<file path="config.mk">
export PLATFORM = sky130hd
export DESIGN_NAME = pldm_cell
export DESIGN_NICKNAME = d
export VERILOG_FILES = /design/src/rtl/pldm_pkg.sv /design/src/rtl/pldm_cell.sv
export SDC_FILE = /design/constraint.sdc
export NUM_CORES = 1
export LEC_CHECK = 0
export ABC_CLOCK_PERIOD_IN_PS = 4600
export BUFFER_PORTS_ARGS = -buffer_cell sky130_fd_sc_hd__buf_2
export CAP_MARGIN = 20
export CORE_ASPECT_RATIO = 1.1
export CORE_MARGIN = 5
export CORE_UTILIZATION = 38
export CTS_BUF_LIST = sky130_fd_sc_hd__clkbuf_8
export DETAILED_ROUTE_END_ITERATION = 16
export PLACE_DENSITY = 0.77
export SLEW_MARGIN = 20
export SYNTH_ARGS = -nofsm -noshare
export SYNTH_HDL_FRONTEND = slang
export SYNTH_SLANG_ARGS = --single-unit
</file>
<file path="constraint.sdc">
create_clock -name clk_i -period 4.6 [get_ports clk_i]
set_input_delay 0.69 -clock clk_i [delete_from_list [all_inputs] [get_ports clk_i]]
set_output_delay 0.69 -clock clk_i [all_outputs]
set_load 0.03 [all_outputs]
</file>
<file path="src/rtl/pldm_pkg.sv">
`default_nettype none
package pldm_pkg;

  localparam int unsigned POS_W      = 20;
  localparam int unsigned CELL_W     = 16;
  localparam int unsigned GRID_IN_W  = 6;
  localparam int unsigned PIX_W      = CELL_W + GRID_IN_W;
  localparam int unsigned DIFF_W     = PIX_W + 1;
  localparam int unsigned SQ_W       = 48;
  localparam int unsigned ROOT_W     = SQ_W / 2;
  localparam int unsigned INT_W      = 16;
  localparam int unsigned LVL_W      = 8;
  localparam int unsigned CFG_IDX_W  = 2;
  localparam int unsigned CFG_DATA_W = 16;

  localparam logic [INT_W-1:0]  FULL_Q8     = 16'd65280;
  localparam logic [CELL_W-1:0] CELL_W_RST  = 16'd768;
  localparam logic [CELL_W-1:0] CELL_H_RST  = 16'd432;
  localparam logic [LVL_W-1:0]  BASE_RST    = 8'd10;

  localparam int unsigned MAX_SOURCES_DEF = 16;
  localparam int unsigned GRID_W_DEF      = 40;
  localparam int unsigned GRID_H_DEF      = 40;

  typedef enum logic [1:0] {
    REQ_CLEAR = 2'd0,
    REQ_ADD   = 2'd1,
    REQ_EVAL  = 2'd2,
    REQ_NONE  = 2'd3
  } req_e;

  typedef enum logic [CFG_IDX_W-1:0] {
    CFG_CELL_W = 2'd0,
    CFG_CELL_H = 2'd1,
    CFG_BASE   = 2'd2,
    CFG_SPARE  = 2'd3
  } cfg_e;

  typedef struct packed {
    logic signed [POS_W-1:0] x;
    logic signed [POS_W-1:0] y;
    logic        [POS_W-1:0] reach;
  } light_t;

endpackage
`default_nettype wire

</file>
<file path="src/rtl/pldm_cell.sv">
`default_nettype none
module pldm_cell (
  input  wire logic            clk_i,
  input  wire logic            wr_en_i,
  input  wire pldm_pkg::light_t wr_data_i,
  input  wire logic            shift_i,
  input  wire pldm_pkg::light_t nb_i,
  output pldm_pkg::light_t     data_o
);
  import pldm_pkg::*;

  light_t data_q, data_d;

  always_comb begin
    data_d = data_q;
    if (wr_en_i) begin
      data_d = wr_data_i;
    end else if (shift_i) begin
      data_d = nb_i;
    end
  end

  always_ff @(posedge clk_i) begin
    data_q <= data_d;
  end

  assign data_o = data_q;
endmodule
`default_nettype wire

</file>
==> results.json, run 1 <==
{
  "cts_sinks": 60,
  "yosysUniqueCellTypes": 6,
  "max_freq_mhz": 523,
  "ys_ff_latch": 60,
  "ys_seq_area_frac": 0.635,
  "cts_buffer_depth": 2,
  "dieArea_um2": 9290,
  "die_x_um": 92.4,
  "syn_to_final_growth_pct": 40.4,
  "viasPerCell": 4.47,
  "grt_pass1_vias": 2018,
  "timing_worst_setup_path_type": "in2reg",
  "vias": 1825,
  "drive_gt1_frac": 0.810,
  "num_antenna_cells": 0,
  "layout_commonest_cell": "buf_2",
  "core_um2": 7350,
  "crit_buf_inv": 2,
  "worst_pin_slew_ns": 1.05,
  "power.density_nw_per_um2": 397,
  "grt_antenna_before_repair": 0,
  "synth_area_per_cell_um2": 22.2,
  "critPathMaxStageDelay_ns": 0.80,
  "routed_wl_um": 6460,
  "track_usage": 0.143,
  "relSlewSlack": 0.302,
  "setup_slack_ns": 2.69,
  "htreeDepth": 3,
  "drc": 0,
  "ir_drop_v": 0.000196,
  "routedWlPerCell_um": 15.8,
  "cts_setup_buffers": 0,
  "synth_top_area_cell": "edfxtp_1",
  "synth.cell_area_um2": 2840,
  "yosys_warnings": 0,
  "largest_reg_flops": 60,
  "min_period_over_period": 0.415,
  "whs_ns": 0.657,
  "first_pass_iters": 4,
  "clockRootBuffer": "clkbuf_8",
  "cts_tree": "yes",
  "hold_viol": 0,
  "cts_hold_buf": 0,
  "drtIter0Drc": 39,
  "syn_inst": 128,
  "status": "finished clean",
  "port-buffer-count": 182,
  "crit_path_max_fanout": 60,
  "setup_viol": 0,
  "max_cap_viol_count": 0,
  "grt.overflow.total": 0,
  "rsz0062_at_grt": "no",
  "cts_made_buffers": 9,
  "die_h_um": 101,
  "rows": 33,
  "syn_nets": 251,
  "tns_ns": 0,
  "critPathMostFrequentCell": "buf_4",
  "grt_pass1_wl_um": 9890,
  "initial_core_util": 0.386,
  "cp_data_arrival_time_ns": 1.99,
  "gp_congestion": 0.682,
  "netlist_top_cells_area": "edfxtp_1 64%, mux2_4 31%, buf_12 4.2%",
  "critical-path-top-delay-family": "buffers and inverters",
  "nFillCells": 627,
  "post_cts_resized": 0,
  "grt_max_degree": 61,
  "worstPathCellList": "buf_4, buf_4, mux2_2",
  "slew_violations": 0,
  "cp_slowest_cell": "buf_4",
  "layout_common_cells": "181 x buf_2, 60 x edfxtp_1, 59 x mux2_4",
  "dpl_worst_slack_ns": 2.33,
  "critPathCaptureType": "flop",
  "startpoint_type": "input pin",
  "hpwl_um": 5080,
  "io_pins": 183,
  "crit_required_ns": 4.68,
  "synth_top_area_share": 0.635,
  "clkTransAtPathRegs_ns": 0.07,
  "drtAntennaViolNets": 0,
  "hp-class": "in2reg",
  "p_leak_uw": 0.00195,
  "period_minus_slack_ns": 1.91,
  "final_nets": 439
}
[per-stage QoR]
step | std cells | total power (uW) | cell area [um^2] | util
final | 408 | 1580 | 3980 | 0.542
after global routing | 408 | 1650 | 3980 | 0.542
after CTS | 408 | 1610 | 3980 | 0.542
after detailed placement | 392 | 1040 | 3740 | 0.509
after global placement | 392 | 1030 | 3740 | 0.509
after floorplan | 128 | 924 | 2840 | -
[per-layer routing]
layer,vias up,track usage,share of wire
met4,0,0.0754,0.020
met1,833,0.145,0.35
met3,11,0.0672,0.13
met2,104,0.243,0.50
met5,-,0,0
li1,877,-,-
[synthesized netlist by cell type]
| master | number |
|---|---|
| buf_12 | 6 |
| buf_6 | 1 |
| edfxtp_1 | 60 |
| mux2_2 | 1 |
| mux2_4 | 59 |
| or2_1 | 1 |
[worst paths after layout]
path                                    to  cells after the start     start  slack, ns
worst min-delay path  data_o[39]$_DFFE_PP_                      2  nb_i[39]       0.66
worst max-delay path  data_o[57]$_DFFE_PP_                      3   wr_en_i       2.69
[power breakdown]
| part | switching [uW] | leakage [uW] | internal (uW) |
|---|---|---|---|
| registers | 13.0 | 0.000611 | 671 |
| clock network | 205 | 0.000117 | 358 |
| logic | 197 | 0.00122 | 139 |
[cells by family (layout without fill, tap and decap cells)]
| family | count (synthesis) | in the layout | share of synthesized area |
|---|---|---|---|
| simple gates | 1 | 1 | 0.00221 |
| mux | 60 | 60 | 0.316 |
| flops | 60 | 60 | 0.635 |
| buf+inv | 7 | 200 | 0.0463 |
[final cells by class]
type | count | area [um^2] | area share
Sequential cell | 60 | 1800 | 0.453
Timing Repair Buffer | 184 | 928 | 0.233
Multi-Input combinational cell | 61 | 903 | 0.227
Clock buffer | 9 | 124 | 0.0311
Clock inverter | 7 | 115 | 0.0289
Tap cell | 87 | 109 | 0.0273
Power figures use the tool's default switching activity.
==> run 2: changes to the inputs <==
--- a/config.mk
+++ b/config.mk
@@ -5,7 +5,8 @@
 export SDC_FILE = /design/constraint.sdc
 export NUM_CORES = 1
 export LEC_CHECK = 0
-export ABC_CLOCK_PERIOD_IN_PS = 4600
+export ABC_AREA = 1
+export ABC_CLOCK_PERIOD_IN_PS = 1750
 export BUFFER_PORTS_ARGS = -buffer_cell sky130_fd_sc_hd__buf_2
 export CAP_MARGIN = 20
 export CORE_ASPECT_RATIO = 1.1
@@ -13,7 +14,7 @@
 export CORE_UTILIZATION = 38
 export CTS_BUF_LIST = sky130_fd_sc_hd__clkbuf_8
 export DETAILED_ROUTE_END_ITERATION = 16
-export PLACE_DENSITY = 0.77
+export PLACE_DENSITY = 0.81
 export SLEW_MARGIN = 20
 export SYNTH_ARGS = -nofsm -noshare
 export SYNTH_HDL_FRONTEND = slang
==> constraint.sdc (replaced) <==
create_clock -name clk_i -period 1.75 [get_ports clk_i]
set_input_delay 0.2625 -clock clk_i [delete_from_list [all_inputs] [get_ports clk_i]]
set_output_delay 0.2625 -clock clk_i [all_outputs]
set_load 0.03 [all_outputs]
==> run 2 against run 1 <==
Effect of this change:
- final area is 5.2% lower
- non-clock buffer count is 2 higher
- count of clock-buffer cells in the layout stayed put
- synthesized cell count is 99% higher
- worst setup slack worse by 2.1 ns
- synthesized area is 5.6% lower
- global-route usage is 0.78 points higher
- largest power group unchanged
- sequential share of layout area is 2.5 points higher
- first-iteration DRC count is 10% higher
==> results.json, run 2 <==
{
  "status": "finished clean",
  "synth_area_per_cell_um2": 10.5,
  "fin_area_um2": 3770,
  "worst_pin_slew_ns": 0.407,
  "p_leak_uw": 0.00200,
  "clkTransAtPathRegs_ns": 0.07,
  "drive_gt1_frac": 0.498,
  "viasPerCell": 4.42,
  "dieArea_um2": 8820,
  "crit_required_ns": 1.49,
  "cts_sinks": 60,
  "startpoint_type": "flop",
  "max_cap_viol_count": 0,
  "cp_slowest_cell": "edfxtp_1",
  "first_pass_iters": 5,
  "multi_input_area_um2": 732,
  "drtIter0Drc": 43,
  "critPathCaptureType": "output port",
  "max_freq_mhz": 860,
  "netlist_top_cells_area": "edfxtp_1 67%, nand2_1 22%, nand2_2 4.7%",
  "slew_violations": 0,
  "setup_viol": 0,
  "hold_viol": 0,
  "synth_edf_count": 60,
  "nFillCells": 642,
  "initial_core_util": 0.386,
  "largest_reg_flops": 60,
  "min_period_over_period": 0.665,
  "synthTopCellsByCount": "160 x nand2_1, 60 x edfxtp_1, 20 x nand2_2, 6 x buf_4, 5 x buf_6",
  "htreeDepth": 3,
  "yosysUniqueCellTypes": 8,
  "hp-class": "in2reg",
  "grt.overflow.total": 0,
  "grt_max_degree": 61,
  "crit_buf_inv": 1,
  "synth.cell_area_um2": 2680,
  "routed_wl_um": 6710,
  "syn_to_final_growth_pct": 41.0,
  "core_um2": 6930,
  "grt_antenna_before_repair": 0,
  "vias": 2337,
  "crit_path_max_fanout": 1,
  "layout_commonest_cell": "buf_2",
  "placed_area_um2": 3590,
  "post_cts_resized": 0,
  "ys_ff_latch": 60,
  "async_reset_ff_frac": 0,
  "drtAntennaViolNets": 0,
  "layout_common_cells": "182 x buf_2, 160 x nand2_1, 60 x edfxtp_1",
  "timing_worst_setup_path_type": "reg2out",
  "clockRootBuffer": "clkbuf_8",
  "cts_made_buffers": 9,
  "synth_top_area_cell": "edfxtp_1",
  "relSlewSlack": 0.729,
  "tns_ns": 0,
  "critPathMaxStageDelay_ns": 0.38,
  "track_usage": 0.150,
  "register_area_um2": 1800,
  "grt_pass1_vias": 2415,
  "syn_inst": 255,
  "rows": 32,
  "ys_seq_area_frac": 0.673,
  "num_antenna_cells": 0,
  "cts_tree": "yes",
  "period_minus_slack_ns": 1.16,
  "cts_setup_buffers": 0,
  "syn_nets": 378,
  "drc": 0,
  "die_h_um": 98.0,
  "gp_congestion": 0.811,
  "hpwl_um": 5280,
  "final_nets": 562,
  "die_x_um": 90.0,
  "cp_data_arrival_time_ns": 0.90,
  "cts_hold_buf": 0,
  "worstPathCellList": "buf_2",
  "routedWlPerCell_um": 12.7,
  "port-buffer-count": 182,
  "power.density_nw_per_um2": 995,
  "io_pins": 183,
  "synth.most_common_cell": "nand2_1",
  "cts_buffer_depth": 2,
  "synthFlopType": "edfxtp_1",
  "critical-path-top-delay-family": "flip-flops",
  "ir_drop_v": 0.000460,
  "synth_top_area_share": 0.673,
  "rsz0062_at_grt": "no",
  "grt_pass1_wl_um": 10800,
  "yosys_warnings": 0
}
==> run 2: cell count changes after synthesis <==
cell,change
inv_8,+1
or2_2,+1
buf_12,-6
mux2_4,-59
nand2_2,+20
nand2_1,+160
buf_8,+2
buf_6,+4
buf_4,+6
mux2_2,-1
or2_1,-1
==> run 2: per-layer routing <==
| metal | vias up | GRT usage | part of all wire |
|---|---|---|---|
| li1 | 1186 | - | - |
| met1 | 1022 | 0.145 | 0.34 |
| met2 | 114 | 0.273 | 0.52 |
| met3 | 15 | 0.0732 | 0.11 |
| met4 | 0 | 0.0584 | 0.024 |
| met5 | - | 0 | 0 |
==> run 2: final timing paths <==
| path | startpoint | end | slack (ns) | cells after the start |
|---|---|---|---|---|
| setup / recovery | data_o[42]$_DFFE_PP_ | data_o[42] | 0.59 | 1 |
| hold / removal | nb_i[50] | data_o[50]$_DFFE_PP_ | 0.20 | 3 |
==> run 2: per-stage QoR <==
stage                util  hold WS [ns]  total power, uW  setup WS [ns]  std cells
floorplan               -         0.435             2350          0.177        255
global placement    0.519         0.527             2630          0.536        513
detailed placement  0.519         0.531             2660          0.504        513
CTS                 0.545         0.180             3800          0.562        529
global route        0.545         0.178             3940          0.532        529
finish              0.545         0.200             3760          0.587        529
==> run 2: report_power, final <==
group	switching, uW	internal [uW]
sequential	34.9	1760
clock	507	637
combinational	556	257
total	1100	2660
==> run 2: final cells by class <==
cell class	count	area share
well taps	85	0.0282
inverters	1	0.00298
repair buffers	186	0.249
clock inverters	7	0.0156
clock buffers	9	0.0328
multi-input cells	181	0.194
flip-flops and latches	60	0.477
==> run 2: kinds of logic (layout without fill, tap and decap cells) <==
kind of cell  after synthesis  count (layout)  share of synthesized area
buf+inv                    14             203                     0.0533
flops                      60              60                      0.673
simple gates              181             181                      0.273
