<file path="src/rtl/pldm_pkg.sv">
`default_nettype none
package pldm_pkg;

  localparam int unsigned POS_W      = 20;
  localparam int unsigned CELL_W     = 16;
  localparam int unsigned GRID_IN_W  = 6;
  localparam int unsigned PIX_W      = CELL_W + GRID_IN_W;
  localparam int unsigned DIFF_W     = PIX_W + 1;
  localparam int unsigned SQ_W       = 48;
  localparam int unsigned ROOT_W     = SQ_W / 2;
  localparam int unsigned INT_W      = 16;
  localparam int unsigned LVL_W      = 8;
  localparam int unsigned CFG_IDX_W  = 2;
  localparam int unsigned CFG_DATA_W = 16;

  localparam logic [INT_W-1:0]  FULL_Q8     = 16'd65280;
  localparam logic [CELL_W-1:0] CELL_W_RST  = 16'd768;
  localparam logic [CELL_W-1:0] CELL_H_RST  = 16'd432;
  localparam logic [LVL_W-1:0]  BASE_RST    = 8'd10;

  localparam int unsigned MAX_SOURCES_DEF = 16;
  localparam int unsigned GRID_W_DEF      = 40;
  localparam int unsigned GRID_H_DEF      = 40;

  typedef enum logic [1:0] {
    REQ_CLEAR = 2'd0,
    REQ_ADD   = 2'd1,
    REQ_EVAL  = 2'd2,
    REQ_NONE  = 2'd3
  } req_e;

  typedef enum logic [CFG_IDX_W-1:0] {
    CFG_CELL_W = 2'd0,
    CFG_CELL_H = 2'd1,
    CFG_BASE   = 2'd2,
    CFG_SPARE  = 2'd3
  } cfg_e;

  typedef struct packed {
    logic signed [POS_W-1:0] x;
    logic signed [POS_W-1:0] y;
    logic        [POS_W-1:0] reach;
  } light_t;

endpackage
`default_nettype wire

</file>
<file path="src/rtl/pldm_isqrt.sv">
`default_nettype none
module pldm_isqrt (
  input  wire logic                        clk_i,
  input  wire logic                        rst_ni,
  input  wire logic                        start_i,
  input  wire logic [pldm_pkg::SQ_W-1:0]   op_i,
  output logic                             done_o,
  output logic [pldm_pkg::ROOT_W-1:0]      root_o
);
  import pldm_pkg::*;

  logic [SQ_W-1:0] rem_q, rem_d, res_q, res_d, bit_q, bit_d, trial;
  logic            done_q, done_d;

  assign trial = res_q + bit_q;

  always_comb begin
    rem_d  = rem_q;
    res_d  = res_q;
    bit_d  = bit_q;
    done_d = 1'b0;
    if (start_i) begin
      rem_d = op_i;
      res_d = '0;
      bit_d = SQ_W'(1) << (SQ_W - 2);
    end else if (bit_q != '0) begin
      if (rem_q >= trial) begin
        rem_d = rem_q - trial;
        res_d = (res_q >> 1) + bit_q;
      end else begin
        res_d = res_q >> 1;
      end
      bit_d  = bit_q >> 2;
      done_d = (bit_d == '0);
    end
  end

  always_ff @(posedge clk_i or negedge rst_ni) begin
    if (!rst_ni) begin
      bit_q  <= '0;
      done_q <= 1'b0;
    end else begin
      bit_q  <= bit_d;
      done_q <= done_d;
    end
  end

  always_ff @(posedge clk_i) begin
    rem_q <= rem_d;
    res_q <= res_d;
  end

  assign done_o = done_q;
  assign root_o = res_q[ROOT_W-1:0];
endmodule
`default_nettype wire

</file>
<file path="config.mk">
export PLATFORM = sky130hd
export DESIGN_NAME = pldm_isqrt
export DESIGN_NICKNAME = d
export VERILOG_FILES = /design/src/rtl/pldm_pkg.sv /design/src/rtl/pldm_isqrt.sv
export SDC_FILE = /design/constraint.sdc
export NUM_CORES = 1
export LEC_CHECK = 0
export BUFFER_PORTS_ARGS = -buffer_cell sky130_fd_sc_hd__clkbuf_2
export CORE_MARGIN = 2
export CORE_UTILIZATION = 62
export DETAILED_ROUTE_END_ITERATION = 6
export HOLD_SLACK_MARGIN = 0.03
export PLACE_DENSITY = 0.82
export SETUP_SLACK_MARGIN = 0.2
export SLEW_MARGIN = 20
export SYNTH_ARGS = -nofsm -noshare
export SYNTH_HDL_FRONTEND = slang
export SYNTH_SLANG_ARGS = --single-unit
</file>
<file path="constraint.sdc">
create_clock -name clk_i -period 11.02 [get_ports clk_i]
set_input_delay 1.102 -clock clk_i [delete_from_list [all_inputs] [get_ports clk_i]]
set_output_delay 1.102 -clock clk_i [all_outputs]
set_load 0.01 [all_outputs]
</file>
==> out/metrics.cfg, run 1 <==
[global_route]
track_usage_pct=32.8
antenna_found_initial=0
gr-usage-met2_pct=55.6
grt_max_degree=96
grt_overflow=0
grt_pass1_wl_um=51500
gr-usage-met3_pct=4.92
grt_pass1_vias=10300
use_met1_pct=41.5
top_usage_layer=met2

[synthesis]
synth-seq-area-share_pct=27.1
synthCells=1404
yosys_most_used_dff=edfxtp_1
ys_types=74
synth_area_um2=11200
synth-edff-count=48
syn_avg_cell_area_um2=7.97
yosysWarningCount=0
synth.net_count=1554
synthArstFlopShare_pct=20.7
synth_seq_cells=121

[cts]
htree_levels=4
cts_root_buf=clkbuf_16
path_clk_slew_ns=0.06
cts_tree=built
clockBufferDepth=2
numCtsBuffers=17
holdBufCountCts=0
post-cts-setup-buffers=0
clock_latency_ns=0.43
cts_resized=0
cts.sinks=121

[timing]
max_freq_mhz=144
min_period_ns=6.94
finalCritPeriodShare_pct=63.0
fin_skew_ns=0.0115
hold_viol=0
timing.hold.ws_ns=0.524
rsz0062_at_grt=false
slew_headroom_pct=30.5
tightestPinTransition_ns=1.02
timing.final.max_slew_violations=0
setup_viol=0
final.setup.tns_ns=0

[run]
cap_violations=0

[cells_and_area]
register_area_um2=3030
drive_gt1_share_pct=9.93
fin_nets=1557
layout_common_cells=168 x nand2_1, 127 x o21ai_0, 115 x nor2_1
diodes=0
syn2layout_area_growth_pct=7.54
final_area_um2=12000
fillers=1449
final_common_cell=nand2_1
multiInputGateArea_um2=7560

[drt]
wl_per_cell_um=18.9
first_pass_iters=5
drt-initial-drc-count=955
ant_nets=0
totalWireLength_um=31200
vias_per_cell=6.54
num_vias=10800
drcViolationCount=0

[floorplan]
die_y_um=138
dieArea_um2=19100
start_util_pct=62.7
coreArea_um2=17800
die_w_um=138
rows=49
io-pin-count=76

[critical_path]
cp-start-kind=flip-flop
crit_path_end_kind=flip-flop
arrival_ns=7.05
crit_required_ns=11.12
path_max_fanout=48
path_class=reg -> reg

[place]
placed_cell_area_um2=11400
portBuffers=75
globalplace.congestion=1.00
dp_hpwl_um=22800

[power]
powerDensity_nw_per_um2=264
p_leak_nw=4.80
worst_ir_drop_vdd_mv=0.195

[hold_path]
hold_path.class=reg -> reg

[outcome]
status=completed

state kept, by name, summed over array words and instances, names as in the netlist:
signal  count
bit_q      24
res_q      48
rem_q      48
done_o      1
cells in the mapped netlist, drive strengths merged (30+ instances only):
cell type / number / area share (%)
xnor2: 53 / 4.2
clkbuf: 64 / 2.1
nor2: 116 / 3.9
nand2: 170 / 5.8
buf: 34 / 2.1
ha: 98 / 11
a21o: 35 / 2.3
nand3: 30 / 1.3
a31oi: 45 / 2.5
a311oi: 31 / 2.4
o21ai: 130 / 5.8
edfxtp: 48 / 13
dfxtp: 48 / 8.6
xor2: 49 / 3.8
inv: 37 / 1.2
nor2b: 31 / 1.7
a21oi: 90 / 4.0
where the power goes:
| group | switching, W | internal (W) |
|---|---|---|
| logic | 0.00112 | 0.000707 |
| registers | 0.000125 | 0.000651 |
| clock network | 0.000232 | 0.000339 |
| total | 0.00147 | 0.00170 |
cells by family after synthesis:
kind of cell             after synthesis  synth area share (%)
buffers and inverters                135                  5.52
AND/OR/NAND/NOR                      455                  19.0
AO/OA/AOI/OAI                        476                  27.7
adder cells (fa/ha/maj)               99                  11.1
multiplexers                          16                  1.50
flip-flops                           121                  27.1
XOR/XNOR                             102                  7.99
final timing paths:
path	from	endpoint	slack [ns]	depth (start not counted)
setup / recovery	bit_q[2]$_DFFE_PN0P_	rem_q[5]$_DFFE_PP_	4.08	19
hold / removal	res_q[0]$_SDFFE_PP0P_	res_q[0]$_SDFFE_PP0P_	0.52	2
setup reg to reg	bit_q[2]$_DFFE_PN0P_	rem_q[5]$_DFFE_PP_	4.08	19
hold reg to reg	res_q[0]$_SDFFE_PP0P_	res_q[0]$_SDFFE_PP0P_	0.52	2
max in group asynchronous	rst_ni	bit_q[40]$_DFFE_PN0P_	9.80	1
min in group asynchronous	rst_ni	bit_q[6]$_DFFE_PN0P_	0.73	1
stage by stage:
step	setup slack [ns]	cells	power (W)	util, %
2_1_floorplan	2.65	1404	0.00217	-
3_3_place_gp	4.48	1617	0.00252	64.1
3_5_place_dp	4.30	1617	0.00255	64.1
4_1_cts	4.24	1649	0.00314	67.4
5_1_grt	3.59	1649	0.00341	67.4
6_report	4.08	1649	0.00317	67.4
layer usage:
metal | share of wire (%) | vias up
met5 | 0 | -
met3 | 6.3 | 84
li1 | - | 5220
met4 | 3.8 | 0
met2 | 48 | 438
met1 | 42 | 5039
cell type report:
| class | count | share of cell area [%] |
|---|---|---|
| Tap cell | 229 | 2.38 |
| Multi-Input combinational cell | 1148 | 62.8 |
| Timing Repair Buffer | 82 | 3.58 |
| Clock inverter | 12 | 0.895 |
| Inverter | 37 | 1.15 |
| Sequential cell | 121 | 25.2 |
| Clock buffer | 20 | 3.98 |
worst max-delay path, cell delays in order, from the launching register on:
cell      delay, ns
dfrtp_1        0.41
ha_1           0.34
a31oi_1        0.17
a211oi_1       0.63
a21boi_1       0.18
nor3_1         0.51
a41oi_1        0.25
o21ba_2        0.28
o21ai_1        0.29
a21oi_1        0.15
xor2_1         0.17
ha_1           0.44
a21o_1         0.23
a21o_1         0.17
a21oi_1        0.32
o21ai_0        0.26
a221o_1        0.59
nor2_4         0.79
o21ai_4        0.05
buf_4          0.36
(Power assumes the default switching activity.)
==> run 2, diff against run 1 <==
--- a/config.mk
+++ b/config.mk
@@ -5,12 +5,13 @@
 export SDC_FILE = /design/constraint.sdc
 export NUM_CORES = 1
 export LEC_CHECK = 0
+export ABC_AREA = 1
 export BUFFER_PORTS_ARGS = -buffer_cell sky130_fd_sc_hd__clkbuf_2
 export CORE_MARGIN = 2
-export CORE_UTILIZATION = 62
+export CORE_UTILIZATION = 58
 export DETAILED_ROUTE_END_ITERATION = 6
 export HOLD_SLACK_MARGIN = 0.03
-export PLACE_DENSITY = 0.82
+export PLACE_DENSITY = 0.8
 export SETUP_SLACK_MARGIN = 0.2
 export SLEW_MARGIN = 20
 export SYNTH_ARGS = -nofsm -noshare
==> constraint.sdc (replaced) <==
create_clock -name clk_i -period 6.3 [get_ports clk_i]
set_input_delay 0.63 -clock clk_i [delete_from_list [all_inputs] [get_ports clk_i]]
set_output_delay 0.63 -clock clk_i [all_outputs]
set_load 0.01 [all_outputs]
==> run 2 against run 1 <==
Clock skew down 0.0011 ns. Clock power rose by 84%. Largest power group unchanged. The run now ends with design-rule violations left. Cell area rose by 29%. First-iteration DRC count grew 89%.
==> out/metrics.cfg, run 2 <==
[global_route]
grt_pass1_vias=15600
grt_pass1_wl_um=80400
grt_max_degree=68
grt_overflow=0
antenna_found_initial=0
track_usage_pct=39.6

[timing]
max_freq_mhz=182
slew_headroom_pct=40.9
timing.hold.ws_ns=0.204
timing.final.max_slew_violations=0
tightestPinTransition_ns=0.877
hold_viol=0
fin_skew_ns=0.0104
setup_viol=0
finalCritPeriodShare_pct=87.1
final.setup.tns_ns=0
min_period_ns=5.49
rsz0062_at_grt=false

[drt]
first_pass_iters=7
wl_met2_um=23700
totalWireLength_um=52100
ant_nets=0
num_vias=16500
drcViolationCount=2
top_layer_used=met4
met3RoutedLength_um=4100
vias_per_cell=5.75
wl_met1_um=20500
wl_per_cell_um=18.2
drt-initial-drc-count=1807

[floorplan]
coreArea_um2=24400
io-pin-count=76
rows=57
start_util_pct=59.4
die_y_um=162
die_w_um=162
dieArea_um2=26300

[power]
switching_share_pct=54.2
p_comb_share_pct=65.4
p_leak_nw=7.60
p_int_w=0.00343
pwr-share-seq_pct=20.5
p_clk_share_pct=14.0
powerDensity_nw_per_um2=481
worst_ir_drop_vdd_mv=0.335
switching_power_w=0.00406
p_total_w=0.00748

[cts]
post-cts-setup-buffers=0
clockBufferDepth=2
numCtsBuffers=17
holdBufCountCts=0
cts.sinks=121
cts_resized=0
cts_tree=built
clock_latency_ns=0.44
path_clk_slew_ns=0.07
cts_root_buf=clkbuf_16
htree_levels=4

[cells_and_area]
multiInputGateArea_um2=9570
register_area_um2=3030
fin_cells=2861
final_area_um2=15500
drive_gt1_share_pct=6.58
diodes=0
syn2layout_area_growth_pct=7.31
largestRegisters=rem_q x48, res_q x48, bit_q x24
layout_common_cells=826 x nand2_1, 388 x inv_1, 248 x nor2_1
fillers=2398
fin_nets=2674
final_common_cell=nand2_1

[place]
placed_cell_area_um2=14900
place_inst=2829
portBuffers=75
globalplace.congestion=1.06
dp_hpwl_um=41400

[synthesis]
synthArstFlopShare_pct=20.7
synth_top_area_share_pct=21.4
synth_most_common_cell=nand2_1
synth.net_count=2642
ys_types=48
yosys-top-cells-count=826 x nand2_1, 388 x inv_1, 249 x nor2_1
yosys_most_used_dff=edfxtp_1
syn_avg_cell_area_um2=5.81
synth-seq-area-share_pct=20.9
yosysTopAreaCell=nand2_1
synth_seq_cells=121
synth-edff-count=48
yosysWarningCount=0
synth_area_um2=14500
synthCells=2492
synth_area_leaders=nand2_1 21%, inv_1 10%, edfxtp_1 10%

[critical_path]
path_class=reg -> reg
crit_path_end_kind=flip-flop
crit_required_ns=6.37
arrival_ns=5.56
cp-start-kind=flip-flop
path_max_fanout=48

[outcome]
status=finished with violations
violations=design-rule violations

[run]
cap_violations=0

[hold_path]
hold_path.class=in -> async

==> run 2: worst paths after layout <==
| path | startpoint | end | slack (ns) | cells past startpoint |
|---|---|---|---|---|
| worst max-delay path | res_q[10]$_SDFFE_PP0P_ | rem_q[34]$_DFFE_PP_ | 0.81 | 16 |
| worst max register to register | res_q[10]$_SDFFE_PP0P_ | rem_q[34]$_DFFE_PP_ | 0.81 | 16 |
| min in group clk_i | op_i[7] | rem_q[7]$_DFFE_PP_ | 0.45 | 3 |
| max in group asynchronous | rst_ni | bit_q[14]$_DFFE_PN0P_ | 5.65 | 1 |
| worst min register to register | res_q[0]$_SDFFE_PP0P_ | res_q[0]$_SDFFE_PP0P_ | 0.51 | 2 |
| worst min-delay path | rst_ni | bit_q[40]$_DFFE_PN0P_ | 0.20 | 1 |
==> run 2: power by group through the flow <==
stage          combinational, W  clock [W]  sequential (W)
6_report                0.00489    0.00105         0.00154
3_3_place_gp            0.00465          0         0.00152
4_1_cts                 0.00475    0.00105         0.00152
3_5_place_dp            0.00472          0         0.00153
2_1_floorplan           0.00370          0         0.00137
5_1_grt                 0.00543    0.00108         0.00156
==> run 2: worst max-delay path, cell delays in order (launching register included) <==
cell	delay (ns)
dfxtp_1	0.41
ha_1	0.40
nand2_1	0.17
o21ai_0	0.55
a21oi_1	0.20
o21bai_1	0.61
nand3_1	0.25
nand4_1	0.15
nand2_1	0.06
ha_1	0.34
inv_1	0.08
nor3_2	0.19
nand2_1	0.14
nor2_4	0.19
nand3_4	0.43
a31oi_4	0.31
buf_4	0.57
==> run 2: layer usage <==
metal | GRT usage, % | up-vias
met5 | 0 | -
met4 | 25.6 | 0
met3 | 5.01 | 213
met2 | 66.1 | 872
met1 | 48.1 | 7358
li1 | - | 8017
==> run 2: cells by family after synthesis <==
logic type,count (synthesis),share of synthesized area [%]
XOR/XNOR,69,4.17
adder cells (fa/ha/maj),99,8.60
AND/OR/NAND/NOR,1442,42.0
flip-flops,121,20.9
buffers and inverters,464,13.1
AO/OA/AOI/OAI,297,11.1
==> run 2: area by class of cell <==
class | instances | area share (%)
clock buffers | 22 | 3.27
clock inverters | 10 | 0.652
inverters | 394 | 9.51
multi-input cells | 1907 | 61.6
flip-flops and latches | 121 | 19.5
well taps | 324 | 2.61
repair buffers | 83 | 2.90
==> run 2: metrics by stage <==
stage	util, %	setup slack, ns
floorplan	-	1.25
global placement	61.2	1.10
global route	63.7	0.621
finish	63.7	0.812
CTS	63.7	1.06
detailed placement	61.2	1.09
