### src/rtl/pldm_pkg.sv
`default_nettype none
package pldm_pkg;

  localparam int unsigned POS_W      = 20;
  localparam int unsigned CELL_W     = 16;
  localparam int unsigned GRID_IN_W  = 6;
  localparam int unsigned PIX_W      = CELL_W + GRID_IN_W;
  localparam int unsigned DIFF_W     = PIX_W + 1;
  localparam int unsigned SQ_W       = 48;
  localparam int unsigned ROOT_W     = SQ_W / 2;
  localparam int unsigned INT_W      = 16;
  localparam int unsigned LVL_W      = 8;
  localparam int unsigned CFG_IDX_W  = 2;
  localparam int unsigned CFG_DATA_W = 16;

  localparam logic [INT_W-1:0]  FULL_Q8     = 16'd65280;
  localparam logic [CELL_W-1:0] CELL_W_RST  = 16'd768;
  localparam logic [CELL_W-1:0] CELL_H_RST  = 16'd432;
  localparam logic [LVL_W-1:0]  BASE_RST    = 8'd10;

  localparam int unsigned MAX_SOURCES_DEF = 16;
  localparam int unsigned GRID_W_DEF      = 40;
  localparam int unsigned GRID_H_DEF      = 40;

  typedef enum logic [1:0] {
    REQ_CLEAR = 2'd0,
    REQ_ADD   = 2'd1,
    REQ_EVAL  = 2'd2,
    REQ_NONE  = 2'd3
  } req_e;

  typedef enum logic [CFG_IDX_W-1:0] {
    CFG_CELL_W = 2'd0,
    CFG_CELL_H = 2'd1,
    CFG_BASE   = 2'd2,
    CFG_SPARE  = 2'd3
  } cfg_e;

  typedef struct packed {
    logic signed [POS_W-1:0] x;
    logic signed [POS_W-1:0] y;
    logic        [POS_W-1:0] reach;
  } light_t;

endpackage
`default_nettype wire

### src/rtl/pldm_div.sv
`default_nettype none
module pldm_div (
  input  wire logic                         clk_i,
  input  wire logic                         rst_ni,
  input  wire logic                         start_i,
  input  wire logic [pldm_pkg::POS_W-1:0]   dist_i,
  input  wire logic [pldm_pkg::POS_W-1:0]   reach_i,
  output logic                              done_o,
  output logic [pldm_pkg::INT_W-1:0]        alpha_o
);
  import pldm_pkg::*;

  localparam int unsigned NUM_W = POS_W + INT_W;
  localparam int unsigned STEP_W = $clog2(INT_W + 1);

  logic [NUM_W-1:0]  num;
  logic [POS_W-1:0]  rem_q, rem_d, den_q, den_d;
  logic [INT_W-1:0]  low_q, low_d, quo_q, quo_d;
  logic [STEP_W-1:0] step_q, step_d;
  logic [POS_W:0]    trial;
  logic              done_q, done_d;

  // dist * 65280 as (dist << 16) - (dist << 8)
  assign num   = {dist_i, INT_W'(0)} - (NUM_W'(dist_i) << 8);
  assign trial = {rem_q, low_q[INT_W-1]};

  always_comb begin
    rem_d  = rem_q;
    den_d  = den_q;
    low_d  = low_q;
    quo_d  = quo_q;
    step_d = step_q;
    done_d = 1'b0;
    if (start_i) begin
      rem_d  = num[NUM_W-1:INT_W];
      low_d  = num[INT_W-1:0];
      den_d  = reach_i;
      quo_d  = '0;
      step_d = STEP_W'(INT_W);
    end else if (step_q != '0) begin
      if (trial >= {1'b0, den_q}) begin
        rem_d = POS_W'(trial - {1'b0, den_q});
        quo_d = {quo_q[INT_W-2:0], 1'b1};
      end else begin
        rem_d = trial[POS_W-1:0];
        quo_d = {quo_q[INT_W-2:0], 1'b0};
      end
      low_d  = low_q << 1;
      step_d = step_q - STEP_W'(1);
      done_d = (step_d == '0);
    end
  end

  always_ff @(posedge clk_i or negedge rst_ni) begin
    if (!rst_ni) begin
      step_q <= '0;
      done_q <= 1'b0;
    end else begin
      step_q <= step_d;
      done_q <= done_d;
    end
  end

  always_ff @(posedge clk_i) begin
    rem_q <= rem_d;
    den_q <= den_d;
    low_q <= low_d;
    quo_q <= quo_d;
  end

  assign done_o  = done_q;
  assign alpha_o = quo_q;
endmodule
`default_nettype wire

### config.mk
export PLATFORM = sky130hd
export DESIGN_NAME = pldm_div
export DESIGN_NICKNAME = d
export VERILOG_FILES = /design/src/rtl/pldm_pkg.sv /design/src/rtl/pldm_div.sv
export SDC_FILE = /design/constraint.sdc
export NUM_CORES = 1
export LEC_CHECK = 0
export ABC_AREA = 1
export BUFFER_PORTS_ARGS = -buffer_cell sky130_fd_sc_hd__buf_2
export CAP_MARGIN = 30
export CORE_MARGIN = 4
export CORE_UTILIZATION = 50
export CTS_BUF_LIST = sky130_fd_sc_hd__clkbuf_16
export CTS_CLUSTER_SIZE = 25
export DETAILED_ROUTE_END_ITERATION = 8
export GPL_ROUTABILITY_DRIVEN = 0
export HOLD_SLACK_MARGIN = 0.02
export PLACE_DENSITY = 0.74
export SLEW_MARGIN = 20
export SYNTH_ARGS = -nofsm -noshare
export SYNTH_HDL_FRONTEND = slang
export SYNTH_SLANG_ARGS = --single-unit
### constraint.sdc
create_clock -name clk_i -period 2.7 [get_ports clk_i]
set_clock_uncertainty 0.15 [all_clocks]
set_input_delay 0.54 -clock clk_i [delete_from_list [all_inputs] [get_ports clk_i]]
set_output_delay 0.54 -clock clk_i [all_outputs]
set_load 0.03 [all_outputs]
==> results.md, run 1 <==
- Via count: 5494
- Dpl cells: 1023
- Synth Area per Inst: 6.83 um2
- Final min period: between 2 and 3 ns
- TritonCTS clock tree: built
- Async set-or-reset flop fraction in the synthesized netlist: 0.0857
- CP Launch Type: flip-flop
- Slew Viols, Final: 0
- Final hold violations: 0
- Most common library cell in the layout ignoring fill and taps: nand2_1
- Placement Setup Slack: 0.118 ns
- Root Driver: clkbuf_16
- Synth warnings: 0
- Fin Setup TNS: 0 ns
- Period utilization: 0.940
- Slew HR: 0.426
- Die height: 115 um
- Core Region: ~0.011 mm2
- Vias in the first global route: 5133
- Drt initial violations: 401
- Lkg Pwr: 3.28 nW
- Post-synthesis cell count: 830
- RSZ-0062 raised after global routing: false
- Global Route Usage Sum: 0.240
- Slowest CP cell: edfxtp_1
- Syn Nets: 910
- Crit-path cells: ha_1, nand2_1, nor2_1, inv_1, nor3_1, nand2_2, nand2_8, nand2_1, nand3_1, nand2_1
- DR pass1 iterations: 5
- Layout area overhead: 14.0%
- Crit Path Class: flip-flop to flip-flop
- Clk buf depth: 2
- # rows: 38
- Largest net degree at the start of global routing: 45
- Non-Filler Instances: 1040
- Via density: 5.28
- Mapped Area: 0.00567 mm2
- Sequential fraction of the synthesis area: 0.337
- PortBufs: 59
- Max-Cap Viols: 0
- Fraction of layout cells with a size suffix above 1: 0.119
- Initial Util: 0.516
- Htree depth: 3
- Worst path max stage delay: 0.50 ns
- First-pass GRT wire length: 24700 um
- Clk Latency, worst-skew pair: 0.35 ns
- Initial antenna violation count: 0
- Clock slew at reported path FFs: 0.07 ns
- Num ports: 60
- Worst Path Arrival: 2.48 ns
- Final net count: 975
- Wire length per cell: roughly 15 um
- Crit-path most repeated cell: nand2_1
- Drc violations: 0
- Yosys reg bits: 70
- Diodes inserted: 0
- Outcome: finished, final reports clean
- Detailed-placement wirelength estimate: 12100 um
- Cell variety after synth: 39
- Crit path required time: approximately 2.6 ns
- Most frequent cells in the layout: nand2_1 (240), inv_1 (147), nand3_1 (78), nor2_1 (72), buf_2 (59)
- Fmax: approximately 0.39 GHz
- Hold Path Class: input pin to flip-flop
- Post-synth EDFFs: 48
- Power Dens Cells: roughly 920 mW/mm2
- Tightest Pin Transition: 0.860 ns
- Grt ovf: 0
- Max IR drop VDD: 0.523 mV
- Post-DRT Antenna Nets: 0
- CTS sink count: 70
- Chip Width: 115 um
- Endpoints failing setup: 0
- Drt total wl: 15300 um
- CP max FO: 21
- Endpoint type of the worst setup path: flip-flop
- Synth Flop Type: edfxtp_1
- Die footprint: 0.0131 mm2
- Worst setup margin: 0.161 ns
- TritonCTS Buffers: 9
==> per-stage QoR <==
| step | cell area [um2] | total power [mW] | utilization | hold slack [ns] |
|---|---|---|---|---|
| 2_1_floorplan | 5670 | 3.94 | - | 0.0944 |
| 6_report | 6460 | 5.94 | 0.589 | 0.218 |
| 4_1_cts | 6430 | 5.88 | 0.586 | 0.208 |
| 3_3_place_gp | 6120 | 4.60 | 0.558 | 0.224 |
| 3_5_place_dp | 6120 | 4.63 | 0.558 | 0.226 |
| 5_1_grt | 6460 | 6.44 | 0.589 | 0.207 |
==> routing by layer <==
| metal | part of all wire | track usage | up-vias |
|---|---|---|---|
| met5 | 0 | 0 | - |
| met1 | 0.44 | 0.317 | 2466 |
| met4 | 0.031 | 0.0950 | 0 |
| met2 | 0.47 | 0.388 | 183 |
| met3 | 0.064 | 0.0439 | 39 |
| li1 | - | - | 2806 |
==> final timing paths <==
path | depth (start not counted) | to | start | slack (ns)
min in group asynchronous | 2 | step_q[2]$_DFFE_PN0P_ | rst_ni | 0.41
setup reg to reg | 10 | rem_q[16]$_DFFE_PP_ | rem_q[12]$_DFFE_PP_ | 0.16
hold / removal | 1 | den_q[17]$_DFFE_PP_ | reach_i[17] | 0.22
hold reg to reg | 2 | alpha_o[15]$_SDFFE_PP0P_ | alpha_o[15]$_SDFFE_PP0P_ | 0.32
max in group asynchronous | 2 | step_q[3]$_DFFE_PN0P_ | rst_ni | 1.83
setup / recovery | 10 | rem_q[16]$_DFFE_PP_ | rem_q[12]$_DFFE_PP_ | 0.16
==> power by group <==
group / total [mW] / switching [mW] / internal, mW / leakage, nW
Sequential: 1.67 / 0.185 / 1.48 / 0.702
Combinational: 3.05 / 1.94 / 1.11 / 2.42
Clock: 1.22 / 0.497 / 0.727 / 0.152
Total: 5.94 / 2.62 / 3.32 / 3.28
==> kinds of logic (layout without fill, tap and decap cells) <==
kind of cell,after synthesis,after routing,synth area share
buffers and inverters,167,237,0.117
DFF,70,70,0.337
adders and majority gates,37,37,0.0829
and+or+nand+nor,460,460,0.358
xor gates and xnor gates,20,20,0.0309
AOI/OAI and AO/OA,76,76,0.0735
==> registers in the layout, indices dropped and copies added, names as in the netlist <==
name and count:
den_q 20, rem_q 20, alpha_o 16, low_q 8, step_q 5, done_o 1
==> synthesized netlist by cell type (all sizes together) (2+ instances only) <==
cell    count  share of area
edfxtp     48           0.25
a21oi      27          0.024
dfrtp       6          0.026
o21a        2         0.0026
nor3       14          0.013
nand3b     23          0.031
nand4      13          0.014
xnor2       8          0.012
clkbuf      4         0.0026
clkinv      3         0.0020
nor2       76          0.052
xor2       12          0.019
o22ai      15          0.017
o21ai      28          0.025
dfxtp      16          0.056
nand2     250           0.17
buf        10          0.013
ha         36          0.079
nand3      81          0.073
inv       150          0.099
==> critical path, delay by kind of cell, from the launching register on <==
family,cells,cell delay (ns)
buf+inv,1,0.07
fa+ha+maj,1,0.44
simple gates,8,1.12
flops,1,0.50
==> what timing repair did <==
action | CTS | global route
hold buffers | 1 | 0
resized for setup | 0 | 6
endpoints found under the setup margin | 0 | 3
hold endpoints to repair | 6 | 0
buffers inserted | 0 | 0
==> final cells by class <==
type	instances	area [um2]
Sequential cell	70	1910
Fill cell	1072	4520
Multi-Input combinational cell	593	3120
Inverter	153	574
Clock inverter	7	76.3
Tap cell	140	175
Timing Repair Buffer	68	385
Clock buffer	9	225
Note: power is estimated with default switching activity, not from simulation.
==> inputs of run 2 (changes only) <==
--- a/config.mk
+++ b/config.mk
@@ -15,6 +15,7 @@
 export DETAILED_ROUTE_END_ITERATION = 8
 export GPL_ROUTABILITY_DRIVEN = 0
 export HOLD_SLACK_MARGIN = 0.02
+export MAX_ROUTING_LAYER = met4
 export PLACE_DENSITY = 0.74
 export SLEW_MARGIN = 20
 export SYNTH_ARGS = -nofsm -noshare
==> results.md, run 2 (same netlist as run 1, synthesis figures left out) <==
- Global Route Usage Sum: 0.247 (+0.00733)
- Final hold violations: 0 (unchanged)
- Hold path depth: 1 (unchanged)
- Power Dens Cells: 920 mW/mm2 (about the same)
- Slew Viols, Final: 0 (unchanged)
- CP Launch Type: flip-flop
- Fraction of layout cells with a size suffix above 1: 0.119 (unchanged)
- Worst r2r path cells: 14 (+4)
- TritonCTS clock tree: built
- Chip Width: 115 um (unchanged)
- Period utilization: 0.940 (about the same)
- Int Power: 3.32 mW (about the same)
- Max IR drop VDD: 0.523 mV (about the same)
- Initial Util: 0.516 (unchanged)
- Worst Path Arrival: 2.48 ns (about the same)
- Final min period: 2.54 ns (-0.00107 ns)
- Drt total wl: 15300 um (+0.24%)
- Via density: 5.24 (-0.75%)
- Lkg Pwr: 3.28 nW (unchanged)
- PortBufs: 59 (unchanged)
- Clock power share: 0.205 (about the same)
- Drc violations: 0 (unchanged)
- Hold Path Class: input pin to flip-flop
- NetSw: 2.63 mW (+0.17%)
- CP max FO: 9 (-57%)
- # rows: 38 (unchanged)
- Wire length per cell: 14.7 um (+0.24%)
- TritonCTS Buffers: 9 (unchanged)
- Initial antenna violation count: 0 (unchanged)
- Fmax: 0.394 GHz (about the same)
- RSZ-0062 raised after global routing: false
- Crit Path Class: flip-flop to flip-flop
- Clk Latency, worst-skew pair: 0.34 ns (about the same)
- Max-Cap Viols: 0 (unchanged)
- Logic gate share of total power: 0.513 (about the same)
- Slew HR: 0.418 (-0.00783)
- Num ports: 60 (unchanged)
- Core Region: 0.0110 mm2 (unchanged)
- Layout area overhead: 14.0% (unchanged)
- Sequential share of power: 0.281 (about the same)
- Crit path required time: 2.64 ns (about the same)
- Grt ovf: 0 (unchanged)
- Die height: 115 um (unchanged)
- Via count: 5453 (-0.75%)
- Root Driver: clkbuf_16
- Most frequent cells in the layout: nand2_1 (240), inv_1 (147), nand3_1 (78), nor2_1 (72), buf_2 (59)
- Diodes inserted: 0 (unchanged)
- Final net count: 975 (unchanged)
- Vias in the first global route: 5119 (-0.27%)
- Die footprint: 0.0131 mm2 (unchanged)
- Endpoint type of the worst setup path: flip-flop
- Drt initial violations: 361 (-10%)
- Post CTS Setup Buffer Count: 0 (unchanged)
- CTS sink count: 70 (unchanged)
- Fin Setup TNS: 0 ns (unchanged)
- Largest net degree at the start of global routing: 45 (unchanged)
- Clk buf depth: 2 (unchanged)
- Endpoints failing setup: 0 (unchanged)
- First-pass GRT wire length: 24700 um (+0.17%)
- Clock slew at reported path FFs: 0.07 ns (about the same)
- Tightest Pin Transition: 0.871 ns (+0.0117 ns)
- Net Sw Frac: 0.442 (about the same)
- DR pass1 iterations: 5 (unchanged)
- Most common library cell in the layout ignoring fill and taps: nand2_1
- Htree depth: 3 (unchanged)
- Outcome: finished, final reports clean
- Fin Hold WS: 0.219 ns (+0.00134 ns)
- Detailed-placement wirelength estimate: 12100 um (unchanged)
- Post-DRT Antenna Nets: 0 (unchanged)
-- run 2: cell counts in the layout (fill, tap and decap cells not counted) --
Identical to the previous run, type by type.
-- run 2: critical path, cell delays in order, from the launching register on --
cell and delay, ns:
edfxtp_1 0.45, ha_1 0.41, nand2_2 0.12, inv_2 0.04, nand2_2 0.09, inv_1 0.06
a21oi_2 0.16, nand2_2 0.08, nand2_2 0.22, buf_12 0.17, nand3_1 0.07, nand2_1 0.07
clkinv_1 0.07, nand2_1 0.07, nand2_1 0.05
-- run 2: through the flow --
step                cell area [um2]   util  power (mW)  cells  setup slack [ns]
floorplan                      5670      -        3.94    830             0.570
global placement               6120  0.558        4.60   1023             0.107
detailed placement             6120  0.558        4.63   1023             0.118
CTS                            6430  0.586        5.88   1040             0.104
global route                   6460  0.589        6.44   1040            0.0200
finish                         6460  0.589        5.95   1040             0.162
-- run 2: final cells by class --
type | count | area (um2)
clock buffer | 9 | 225
clock inverter | 7 | 76.3
fill | 1072 | 4520
inverter | 153 | 574
multi-input combinational | 593 | 3120
sequential | 70 | 1910
tap | 140 | 175
timing repair buffer | 68 | 385
-- run 2: final timing paths --
check,from,slack [ns],end
max in group asynchronous,rst_ni,1.83,step_q[3]$_DFFE_PN0P_
min in group asynchronous,rst_ni,0.41,step_q[2]$_DFFE_PN0P_
hold reg to reg,alpha_o[15]$_SDFFE_PP0P_,0.33,alpha_o[15]$_SDFFE_PP0P_
setup reg to reg,rem_q[8]$_DFFE_PP_,0.16,rem_q[19]$_DFFE_PP_
hold / removal,reach_i[17],0.22,den_q[17]$_DFFE_PP_
setup / recovery,rem_q[8]$_DFFE_PP_,0.16,rem_q[19]$_DFFE_PP_
-- run 2: power groups by stage --
| stage | logic, mW | registers [mW] | clock network (mW) |
|---|---|---|---|
| 6_report | 3.05 | 1.67 | 1.22 |
| 5_1_grt | 3.44 | 1.69 | 1.30 |
| 4_1_cts | 2.96 | 1.67 | 1.25 |
| 3_5_place_dp | 2.94 | 1.69 | 0 |
| 3_3_place_gp | 2.92 | 1.68 | 0 |
| 2_1_floorplan | 2.31 | 1.63 | 0 |
-- run 2: timing repair --
item | CTS | global route
endpoints found under the setup margin | 0 | 5
hold endpoints to repair | 6 | 0
hold buffers | 1 | 0
gates resized for setup | 0 | 6
-- run 2: metal layers --
metal	share of wire	vias up	GRT usage
li1	-	2802	-
met5	0	-	-
met3	0.059	36	0.0529
met1	0.45	2445	0.317
met2	0.46	170	0.388
met4	0.028	0	0.0831
==> inputs of run 3 (changes only) <==
--- a/config.mk
+++ b/config.mk
@@ -5,10 +5,8 @@
 export SDC_FILE = /design/constraint.sdc
 export NUM_CORES = 1
 export LEC_CHECK = 0
-export ABC_AREA = 1
 export BUFFER_PORTS_ARGS = -buffer_cell sky130_fd_sc_hd__buf_2
 export CAP_MARGIN = 30
-export CORE_MARGIN = 4
 export CORE_UTILIZATION = 50
 export CTS_BUF_LIST = sky130_fd_sc_hd__clkbuf_16
 export CTS_CLUSTER_SIZE = 25
@@ -16,7 +14,7 @@
 export GPL_ROUTABILITY_DRIVEN = 0
 export HOLD_SLACK_MARGIN = 0.02
 export MAX_ROUTING_LAYER = met4
-export PLACE_DENSITY = 0.74
+export PLACE_DENSITY = 0.7
 export SLEW_MARGIN = 20
 export SYNTH_ARGS = -nofsm -noshare
 export SYNTH_HDL_FRONTEND = slang
==> results.md, run 3 <==
- Wire length per cell: 16.6 um (+13%)
- RSZ-0062 raised after global routing: true
- Fraction of the mapped netlist area in simple logic gates: 0.166 (-0.192)
- Sequential fraction of the synthesis area: 0.394 (+0.0569)
- Post-synthesis adder-cell area fraction: 0.0970 (+0.0140)
- Ranking of synthesized cells by area: edfxtp_1 (30%), ha_1 (9.3%), dfxtp_1 (6.6%), a21oi_1 (4.6%), xnor2_1 (4.2%)
- Int Power: 4.05 mW (+22%)
- Clk Latency, worst-skew pair: 0.34 ns (about the same)
- Clock power share: 0.176 (-0.029)
- Drt total wl: 13900 um (-9.3%)
- Die footprint: 0.0101 mm2 (-23%)
- Synth warnings: 0 (unchanged)
- Syn Nets: 596 (-35%)
- Fmax: 0.344 GHz (-13%)
- Max-Cap Viols: 0 (unchanged)
- Placement Setup Slack: -0.349 ns (-0.468 ns)
- Initial Util: 0.520 (+0.00378)
- Drc violations: 0 (unchanged)
- Core Region: 0.00933 mm2 (-15%)
- Hold path depth: 1 (unchanged)
- Sequential share of power: 0.257 (-0.024)
- Reg-to-reg startpoint: rem_q[10]$_DFFE_PP_
- Via count: 4729 (-13%)
- Post-synth EDFFs: 48 (unchanged)
- Power Dens Cells: 981 mW/mm2 (+6.6%)
- Main combinational cell family by area after synthesis: compound AO/OA/AOI/OAI gates
- Fraction of layout cells with a size suffix above 1: 0.366 (+0.247)
- Hold Path Class: input pin to flip-flop
- Global Route Usage Sum: 0.291 (+0.0439)
- Chip Width: 101 um (-12%)
- Synth Area per Inst: 9.40 um2 (+38%)
- CTS sink count: 70 (unchanged)
- Tightest Pin Transition: 0.764 ns (-0.107 ns)
- Drt initial violations: 266 (-26%)
- Compound-Gate Fraction of Synth Area: 0.185 (+0.111)
- Post-DRT Antenna Nets: 0 (unchanged)
- Crit path required time: 2.63 ns (about the same)
- Crit Path Class: flip-flop to flip-flop
- Proportion of synthesized area in mux cells: 0.0493 (+0.0493)
- Grt ovf: 0 (unchanged)
- DR pass1 iterations: 5 (unchanged)
- Most common library cell in the layout ignoring fill and taps: buf_4
- Final hold violations: 0 (unchanged)
- Mapped Area: 0.00485 mm2 (-14%)
- Top cell type's share of synthesized area: 0.297 (+0.0429)
- Root Driver: clkbuf_16
- Slew Viols, Final: 0 (unchanged)
- Htree depth: 3 (unchanged)
- RR Endpoint: rem_q[16]$_DFFE_PP_
- Max IR drop VDD: 0.446 mV (-15%)
- Yosys reg bits: 70 (unchanged)
- Endpoint type of the worst setup path: flip-flop
- Failing checks: setup timing
- First-pass GRT wire length: 22100 um (-10%)
- Worst setup margin: -0.208 ns (-0.369 ns)
- Outcome: complete, but fails checks
- Via density: 5.67 (+8.1%)
- PortBufs: 59 (unchanged)
- Largest net degree at the start of global routing: 38 (-16%)
- TritonCTS Buffers: 9 (unchanged)
- Slew HR: 0.489 (+0.0708)
- # rows: 35 (-7.9%)
- Non-Filler Instances: 834 (-20%)
- Diodes inserted: 0 (unchanged)
- Most frequent cells after synthesis: nand2_1 (53), edfxtp_1 (48), a21oi_1 (45)
- Worst r2r path cells: 10 (-4)
- TritonCTS clock tree: built
- Synth Flop Type: edfxtp_1
- Post-synthesis cell count: 516 (-38%)
- NetSw: 2.59 mW (-1.5%)
- Worst R2R Setup Slack: -0.21 ns (-0.37 ns)
- Dominant cell type by area after synthesis: edfxtp_1
- Dpl cells: 808 (-21%)
- CP startpoint: rem_q[10]$_DFFE_PP_
- CP Launch Type: flip-flop
- Worst Path Arrival: 2.84 ns (+0.36 ns)
- Num ports: 60 (unchanged)
- Layout area overhead: 39.6%
- Die height: 101 um (-12%)
- Clock slew at reported path FFs: 0.06 ns (about the same)
- Clk buf depth: 2 (unchanged)
- Vias in the first global route: 4717 (-7.9%)
- Final min period: 2.91 ns (+0.369 ns)
- Logic gate share of total power: 0.566 (+0.053)
- Initial antenna violation count: 0 (unchanged)
- Xor/xnor share of the synthesized area: 0.0614 (+0.0305)
- Worst Setup EP: rem_q[16]$_DFFE_PP_
- Fillcell total: 693 (-35%)
- Most frequent cell after synthesis: nand2_1
- Final net count: 780 (-20%)
- Period utilization: 1.08 (+0.137)
- Async set-or-reset flop fraction in the synthesized netlist: 0.0857 (unchanged)
- Endpoints failing setup: 21 (+21)
- Lkg Pwr: 3.06 nW (-6.5%)
- Detailed-placement wirelength estimate: 10100 um (-17%)
- CP max FO: 7 (-2)
- Cell variety after synth: 64 (+64%)
- Most frequent cells in the layout: buf_4 (122), buf_2 (59), nand2_1 (52), edfxtp_1 (48), a21oi_1 (43)
- Net Sw Frac: 0.390 (-0.0523)
run 3: per-layer routing:
metal / wire length, um / vias to the layer above / GRT usage
met4: 450 / 0 / 0.145
met5: 0 / - / -
met3: 757 / 36 / 0.0569
li1: - / 2272 / -
met2: 6890 / 184 / 0.477
met1: 5790 / 2237 / 0.342
run 3: area by class of cell:
cell class	instances	area [um2]	area share
clock buffer	10	250	0.0369
clock inverter	6	43.8	0.00647
inverter	43	161	0.0238
multi-input combinational	388	2950	0.436
sequential	70	1910	0.282
tap	129	161	0.0238
timing repair buffer	188	1290	0.191
run 3: power by group through the flow:
stage / Combinational, mW / Sequential, mW / Clock (mW)
finish: 3.76 / 1.71 / 1.17
global route: 4.08 / 1.74 / 1.22
CTS: 3.47 / 1.68 / 1.18
detailed placement: 3.21 / 1.69 / 0
global placement: 3.10 / 1.68 / 0
floorplan: 2.02 / 1.65 / 0
run 3: cell families (layout without fill, tap and decap cells):
group,Yosys count,after routing
and+or+nand+nor,160,160
AOI/OAI and AO/OA,135,135
DFF,70,70
buffers and inverters,58,247
adders and majority gates,37,37
xor gates and xnor gates,34,34
muxes,22,22
run 3: worst min-delay path by stage:
stage / startpoint / slack (ns) / to
floorplan: rst_ni / 0.09 / done_o$_DFF_PN0_
global placement: rst_ni / 0.22 / step_q[3]$_DFFE_PN0P_
detailed placement: rst_ni / 0.22 / step_q[2]$_DFFE_PN0P_
CTS: reach_i[2] / 0.22 / den_q[2]$_DFFE_PP_
global route: reach_i[2] / 0.21 / den_q[2]$_DFFE_PP_
finish: reach_i[2] / 0.22 / den_q[2]$_DFFE_PP_
run 3: worst max-delay path, stage by stage, from the launching register on:
cell and delay [ns]:
edfxtp_1 0.46, ha_1 0.34, nand3_1 0.15, nor4_1 0.34, buf_4 0.18, a21oi_1 0.07, a21bo_2 0.24, and3_4 0.20
buf_8 0.13, o32ai_1 0.32, nor3b_2 0.08
run 3: stage by stage:
step / power (mW) / area, um2 / setup TNS [ns] / hold slack, ns / utilization
global route: 7.04 / 6770 / -5.26 / 0.214 / 0.726
CTS: 6.34 / 6620 / -2.35 / 0.216 / 0.710
finish: 6.64 / 6770 / -3.02 / 0.224 / 0.726
detailed placement: 4.90 / 6180 / -4.39 / 0.223 / 0.662
global placement: 4.77 / 6180 / -3.60 / 0.217 / 0.662
floorplan: 3.67 / 4900 / -0.767 / 0.0944 / -
run 3: what timing repair did:
item / 4_1_cts / 5_1_grt
hold buffers: 1 / 0
hold endpoints to repair: 6 / 0
setup endpoints to repair: 20 / 21
pin swaps: 16 / 13
resized for setup: 25 / 22
buffers inserted: 7 / 3
